==> config.mk <==
export PLATFORM = sky130hd
export DESIGN_NAME = scpu_div
export DESIGN_NICKNAME = d
export VERILOG_FILES = /design/src/scpu_pkg.sv /design/src/scpu_div.sv
export SDC_FILE = /design/constraint.sdc
export NUM_CORES = 1
export LEC_CHECK = 0
export BUFFER_PORTS_ARGS = -buffer_cell sky130_fd_sc_hd__buf_2
export CAP_MARGIN = 30
export CORE_UTILIZATION = 54
export CTS_CLUSTER_DIAMETER = 150
export DETAILED_ROUTE_END_ITERATION = 6
export GPL_TIMING_DRIVEN = 0
export MAX_ROUTING_LAYER = met4
export PLACE_DENSITY = 0.78
export SYNTH_ARGS = -nofsm -noshare
export SYNTH_HDL_FRONTEND = slang
export SYNTH_SLANG_ARGS = --single-unit
export TNS_END_PERCENT = 50
==> constraint.sdc <==
create_clock -name clk -period 4.98 [get_ports clk]
set_input_delay 0.996 -clock clk [delete_from_list [all_inputs] [get_ports clk]]
set_output_delay 0.996 -clock clk [all_outputs]
set_load 0.01 [all_outputs]
==> src/scpu_pkg.sv <==
package scpu_pkg;

  // actions carried by an input item
  localparam logic [2:0] ACT_LOAD_PROG = 3'd0;
  localparam logic [2:0] ACT_LOAD_DATA = 3'd1;
  localparam logic [2:0] ACT_RESET     = 3'd2;
  localparam logic [2:0] ACT_STEP      = 3'd3;
  localparam logic [2:0] ACT_READ_DATA = 3'd4;
  localparam logic [2:0] ACT_READ_REG  = 3'd5;

  // halt causes
  localparam logic [1:0] HC_RUN   = 2'd0;
  localparam logic [1:0] HC_OP    = 2'd1;
  localparam logic [1:0] HC_LIMIT = 2'd2;
  localparam logic [1:0] HC_PC    = 2'd3;

  // opcode ranges
  localparam logic [7:0] OP_HALT    = 8'h00;
  localparam logic [7:0] OP_REG_MAX = 8'h07;
  localparam logic [7:0] OP_ALU_MAX = 8'h0F;
  localparam logic [7:0] OP_BR_LO   = 8'h10;
  localparam logic [7:0] OP_BR_HI   = 8'h1E;

  // low three opcode bits select the operation
  localparam logic [2:0] FN_ADD   = 3'd1;
  localparam logic [2:0] FN_SUB   = 3'd2;
  localparam logic [2:0] FN_MUL   = 3'd3;
  localparam logic [2:0] FN_DIV   = 3'd4;
  localparam logic [2:0] FN_LOAD  = 3'd5;
  localparam logic [2:0] FN_STORE = 3'd6;
  localparam logic [2:0] FN_MOVE  = 3'd7;

  localparam logic [15:0] LIMIT_RESET = 16'd2000;

  typedef enum logic [3:0] {
    S_IDLE, S_RDWAIT, S_FETCH, S_CHECK, S_RA, S_RB, S_RD,
    S_EXEC, S_DIV, S_LOAD, S_WB, S_STORE, S_DONE
  } state_t;

  // condition codes: z n c v
  function automatic logic cond_holds(input logic [3:0] c, input logic z,
                                      input logic n, input logic cy,
                                      input logic v);
    logic r;
    case (c)
      4'h0: r = z;
      4'h1: r = !z;
      4'h2: r = cy;
      4'h3: r = !cy;
      4'h4: r = n;
      4'h5: r = !n;
      4'h6: r = v;
      4'h7: r = !v;
      4'h8: r = cy && !z;
      4'h9: r = !cy || z;
      4'hA: r = (n == v);
      4'hB: r = (n != v);
      4'hC: r = !z && (n == v);
      4'hD: r = z || (n != v);
      default: r = 1'b1;
    endcase
    return r;
  endfunction

endpackage

==> src/scpu_div.sv <==
module scpu_div import scpu_pkg::*; (
  input  logic        clk,
  input  logic        rst,
  input  logic        start,
  input  logic [31:0] dividend,
  input  logic [31:0] divisor,
  output logic        done,
  output logic [31:0] quotient
);

  logic        busy;
  logic [5:0]  cnt;
  logic [32:0] rem;
  logic [31:0] quo;
  logic [31:0] dvs;
  logic        neg;
  logic [32:0] rem_sh;
  logic [32:0] diff;

  // one restoring step per cycle
  assign rem_sh   = {rem[31:0], quo[31]};
  assign diff     = rem_sh - {1'b0, dvs};
  assign quotient = neg ? (32'd0 - quo) : quo;

  always_ff @(posedge clk) begin
    if (rst) begin
      busy <= 1'b0;
      done <= 1'b0;
      cnt  <= '0;
    end else begin
      done <= 1'b0;
      if (start) begin
        busy <= 1'b1;
        cnt  <= '0;
        rem  <= '0;
        quo  <= dividend[31] ? (32'd0 - dividend) : dividend;
        dvs  <= divisor[31] ? (32'd0 - divisor) : divisor;
        neg  <= dividend[31] ^ divisor[31];
      end else if (busy) begin
        if (!diff[32]) begin
          rem <= diff;
          quo <= {quo[30:0], 1'b1};
        end else begin
          rem <= rem_sh;
          quo <= {quo[30:0], 1'b0};
        end
        cnt <= cnt + 6'd1;
        if (cnt == 6'd31) begin
          busy <= 1'b0;
          done <= 1'b1;
        end
      end
    end
  end

endmodule

======== After elaboration in Yosys (flattened, before gate mapping) ========
Index checks and enable logic that the tools add are counted.
cells by class
  add/sub/neg operators ................... 5
  $mul .................................... 0
  div/mod/pow operators ................... 0
  order comparisons ....................... 0
  equality and inequality tests ........... 1
  shift operators ......................... 0
  mux-type cells .......................... 12
  bitwise gates (word level) .............. 3
  reductions and logical operators ........ 5
operators with widths
  cell                                                                   count
  32-bit 2-to-1 mux                                                      6
  1-bit by 32-bit subtractor with 32-bit output, first input constant    3
  33-bit by 32-bit subtractor with 33-bit output                         1
  31-bit 2-to-1 mux                                                      1
  6-bit by 1-bit adder with 6-bit output, second input constant          1
  6-bit by 5-bit equality test with 1-bit output, second input constant  1
  1-bit 2-to-1 mux                                                       5
  2-bit AND reduction                                                    2
  3-bit OR reduction                                                     1
  1-bit NOT                                                              2
  2-bit nonzero test                                                     1
  2-bit OR reduction                                                     1
  1-bit XOR                                                              1
word-level totals
  register bits after elaboration ......... 105
  bits in latches ......................... 0
  bits in writable memories ............... 0
  ROM bits ................................ 0
  bits of input ports ..................... 67
  output and inout bits ................... 33
  memories kept ........................... 0

======== Depth between registers and ports, before layout ========
  depth after elaboration ................. 4
  gate-level depth with buffers ........... 14

======== Worst setup path before layout ========
OpenSTA, ideal clock, no wires.
  path kind ............................... input to register
  start point ............................. in start
  end point ............................... reg quo[0], enable pin
  data arrival time ....................... 4.598 ns
  data required time ...................... 4.471 ns
  slack ................................... -0.128 ns
  stages on the path ...................... 3
  buffers on the path ..................... 1
  path through ............................ clkbuf_1 -> inv_1 -> a21oi_1
on the way
  word-level cells in the longest chain between the ends .. 2
RTL lines
  what                           RTL line        source
  from (decl)                    scpu_div.sv:4   input logic start,
  2-bit nonzero test (no line)   --
  2-bit AND reduction (no line)  --
  to (signal assigned)           scpu_div.sv:36  quo <= dividend[31] ? (32'd0 - dividend) : dividend;
  to (signal assigned)           scpu_div.sv:42  quo <= {quo[30:0], 1'b1};
  to (signal assigned)           scpu_div.sv:45  quo <= {quo[30:0], 1'b0};
  to (decl)                      scpu_div.sv:14  logic [31:0] quo;
No other way between the ends.
A chain may end at the register's enable or synchronous reset.

======== Final worst setup path ========
  start point ............................. reg quo[4]
  end point ............................... out quotient[29]
on the way
  word-level cells in the longest chain between the ends .. 2
RTL lines
  what                                           RTL line        source
  1-bit by 32-bit subtractor with 32-bit output  scpu_div.sv:23  assign quotient = neg ? (32'd0 - quo) : quo;
  32-bit 2-to-1 mux                              scpu_div.sv:23
  to (decl)                                      scpu_div.sv:8   output logic [31:0] quotient
No other way between the ends.

==> metrics list <==
- Of the total power, registers draw 41.1%.
- Library cells used by synthesis: 60
- Entering global routing, the biggest net connects 23 pins.
* Number of vias after detailed routing: 6654
- Buffer and inverter count on the worst path: 1
* Core footprint: 14000 um2
- Setup violations remaining at the end of the flow were counted as 0.
- Resized Gates After CTS: 0
- On the critical path the largest part of the delay comes from simple AND/OR/NAND/NOR gates.
- Data on the critical path arrives at its endpoint at 3.69 ns.
- Chip Width: 123 um
* Transition time at the pin with the least slew margin: 0.826 ns
- Leak: 3.58 nW
- In the global route stage, overall resource usage came out at 27.3%.
- The count of buffers added on input and output ports is 99.
* Outcome: completed
- At the end of routability-driven placement, the weighted congestion stood at 0.935.
- Share of flip-flops with an asynchronous set or reset: 0%
- Net switching fraction of the power: 33.5%
- Residual DRC count: 0
* Fmax: 214 MHz
- Clock root buffer: sky130_fd_sc_hd__clkbuf_16
- # H-tree levels: 3
- The final layout contains routed wiring with a total length of 18900 um.
- Clock tree from TritonCTS: yes
- Switch Pwr: 0.911 mW
- Cell types with the largest area share after synthesis: sky130_fd_sc_hd__edfxtp_1 (37%), sky130_fd_sc_hd__xnor2_1 (9.3%), sky130_fd_sc_hd__ha_1 (5.7%)
- Critical path's most frequent cell: sky130_fd_sc_hd__or3_1
- Global routing finished with a remaining overflow of 0.
* Synthesized Nets: 945
- In this run the post-CTS setup repair buffer count came out at 0.
* Number of global-route vias before repair: 6493
- In the finished design, the share of the clock period the worst path needs comes to 94.0%.
- Final clock skew: 0.00779 ns
* Combinational fraction of design power: 34.4%
* WL met3: 1200 um
- Clock Latency Late Sink: 0.36 ns
- Yosys top cell area share: 37.1%
- Number of cells produced by synthesis: 841
- Required arrival time at the worst endpoint: 3.98 ns
- The number of hold-slack violations in the final timing report was 0.
- Post-layout power: 2.72 mW
- Initial DRC count: 404
* Half-perimeter wire length of the detailed placement result: 14700 um
- Area enclosed by the die boundary: 15000 um2
- Clock transition time at the flip-flop clock pins of the worst setup and hold paths: 0.07 ns
- The worst setup path is launched from a flop.
* Type of the worst setup path: reg -> out
- Sequential elements use 39.1% of the synthesized area.
* Maximum clock insertion buffer count: 2
- Walking the worst path, the cells encountered are or3_1, nor3_2, nand4_1, or3_1, or3_1, or4_1, o41ai_1, xnor2_1, buf_2.
* Routed wire per std cell: 16.6 um
- For this design, the CTS-stage hold fixing added 0 buffers.
- Share of layout cells above drive strength 1: 14.9%
- Starting density of the core: 55.9%
- Router iterations before antenna repair: 5
- Per-instance average area after synthesis: 9.33 um2
- Max-cap violations in this run came to 0.
- First-pass GRT wire length: 30600 um
- Antenna violations before repair: 0
* CTS Buf Count: 9
- Largest voltage drop on the vdd net: 0.000179 V
- Synthesis inferred 105 register bits.
* Yosys warns: 0
- Signal routing reaches up to met4.
- Summed over all failing endpoints, the final setup total negative slack is 0 ns.
* Number of standard-cell rows in the floorplan: 43
* Diode count: 0
* Cell-internal power: 1.81 mW
- Setup repair after global routing left no endpoint under its margin.
- Via-to-Cell Ratio: 5.84
- The clock network burns 24.5% of the power.
- In this run the remaining antenna-violating nets after routing total 0.
* Die height: 123 um
- In this run the worst hold path is classified as reg -> reg.
- Summing every instance area after synthesis gives 7850 um2.
- CTS sink cnt: 105
- The final-report max-slew violation count was 0.
- In the final design database the tool counted 1059 nets.
- Counting I/O delays and the setup requirement, the final critical path takes 4.68 ns.
- During I/O placement, the number of pins put on the boundary was 100.
- Top cells by instance count after synthesis: sky130_fd_sc_hd__edfxtp_1 (97), sky130_fd_sc_hd__xnor2_1 (83), sky130_fd_sc_hd__nor2_1 (80)
- Along the worst path, the maximum fanout reaches 6.
- Counting flops with a built-in enable in the synthesized netlist gives 97.
* Max incr delay on CP: 0.49 ns
- Cells fill 63.8% of the core in the end.
- Critical Path Sink Type: primary output
* Metal2 WL: 9250 um
- Most frequently used flop master after synthesis: sky130_fd_sc_hd__edfxtp_1
* Synth area leader: sky130_fd_sc_hd__edfxtp_1
* Met1 wire length: 7950 um
* Most repeated cell in the gate-level netlist after synthesis: sky130_fd_sc_hd__edfxtp_1
- The slowest stage of the critical path belongs to the cell sky130_fd_sc_hd__or4_1.
- Area grow syn2layout: 14.2%
* P per Cell Area: 304 nW/um2
- Normalized max-slew margin: 44.9%
-- registers in the layout (all words and copies together), names as in the netlist --
name / cells
neg: 1
quo: 32
rem: 32
done: 1
dvs: 32
cnt: 6
busy: 1
-- cell families (layout without fill, tap and decap cells) --
logic type	after synthesis	after routing	synth area share (%)
simple gates	260	260	16.8
compound gates	205	205	16.5
xor+xnor	121	121	13.5
flops	105	105	39.1
buf+inv	81	200	3.94
fa+ha+maj	37	37	5.99
mux	32	32	4.16
-- layer usage --
layer	GRT usage (%)	up-vias
li1	-	3297
met1	32.0	3093
met2	46.2	228
met3	4.74	36
met4	11.0	0
met5	-	-
-- worst reg2reg max path: stages, from the launching register on --
cell and delay (ns):
sky130_fd_sc_hd__edfxtp_1 0.39, sky130_fd_sc_hd__inv_1 0.06, sky130_fd_sc_hd__ha_1 0.22, sky130_fd_sc_hd__fa_1 0.40
sky130_fd_sc_hd__nand2b_1 0.18, sky130_fd_sc_hd__a21o_1 0.19, sky130_fd_sc_hd__a21oi_1 0.21, sky130_fd_sc_hd__a31oi_1 0.17
sky130_fd_sc_hd__o21ai_0 0.60, sky130_fd_sc_hd__a31oi_1 0.17, sky130_fd_sc_hd__nor3_1 0.45, sky130_fd_sc_hd__clkbuf_1 0.51
sky130_fd_sc_hd__buf_2 0.42, sky130_fd_sc_hd__mux2i_1 0.28, sky130_fd_sc_hd__nor2_1 0.07
-- per-stage QoR --
stage	setup WS (ns)	hold slack (ns)	instance area, um2	instances
2_1_floorplan	1.07	0.432	7850	841
3_3_place_gp	0.131	0.467	8570	1120
3_5_place_dp	0.537	0.481	8700	1124
4_1_cts	0.287	0.488	8960	1140
5_1_grt	0.153	0.503	8960	1140
6_report	0.299	0.486	8960	1140
-- power groups by stage --
stage	Sequential [mW]	Clock, mW	Combinational, mW
floorplan	1.12	0	0.677
global placement	1.14	0	0.891
detailed placement	1.14	0	0.926
CTS	1.12	0.674	0.933
global route	1.13	0.706	1.03
finish	1.12	0.668	0.936
-- cells in the final DEF (no fill, tap or decap), types with 9 or more instances in the layout --
master                      count
sky130_fd_sc_hd__buf_2        100
sky130_fd_sc_hd__edfxtp_1      97
sky130_fd_sc_hd__xnor2_1       83
sky130_fd_sc_hd__nor2_1        79
sky130_fd_sc_hd__nand2_1       65
sky130_fd_sc_hd__a21oi_1       63
sky130_fd_sc_hd__inv_1         49
sky130_fd_sc_hd__o21ai_0       43
sky130_fd_sc_hd__xor2_1        38
sky130_fd_sc_hd__ha_1          36
sky130_fd_sc_hd__clkbuf_1      30
sky130_fd_sc_hd__mux2i_1       27
sky130_fd_sc_hd__o31ai_1       24
sky130_fd_sc_hd__a21o_1        18
sky130_fd_sc_hd__or3_1         16
sky130_fd_sc_hd__nor3_1        15
sky130_fd_sc_hd__or4_1         13
sky130_fd_sc_hd__o41ai_1       11
sky130_fd_sc_hd__nand2b_1      10
sky130_fd_sc_hd__nand3_1       10
sky130_fd_sc_hd__nand4_1        9
sky130_fd_sc_hd__clkbuf_16      9
-- final timing paths --
| path | depth (start not counted) | slack (ns) | from | endpoint |
|---|---|---|---|---|
| setup / recovery | 9 | 0.30 | quo[4]$_DFFE_PP_ | quotient[29] |
| hold / removal | 1 | 0.49 | cnt[5]$_SDFFE_PP0P_ | done$_SDFF_PP0_ |
| setup reg to reg | 14 | 0.40 | quo[31]$_DFFE_PP_ | rem[23]$_SDFFCE_PP0P_ |
| hold reg to reg | 1 | 0.49 | cnt[5]$_SDFFE_PP0P_ | done$_SDFF_PP0_ |
-- cell type report --
cell class | instances | area [um2]
fillers | 1193 | 5080
multi-input cells | 655 | 4490
flip-flops and latches | 105 | 3070
repair buffers | 103 | 606
clock buffers | 10 | 229
well taps | 180 | 225
inverters | 49 | 184
plain buffers | 32 | 125
clock inverters | 6 | 35.0
Power figures use the tool's default switching activity.
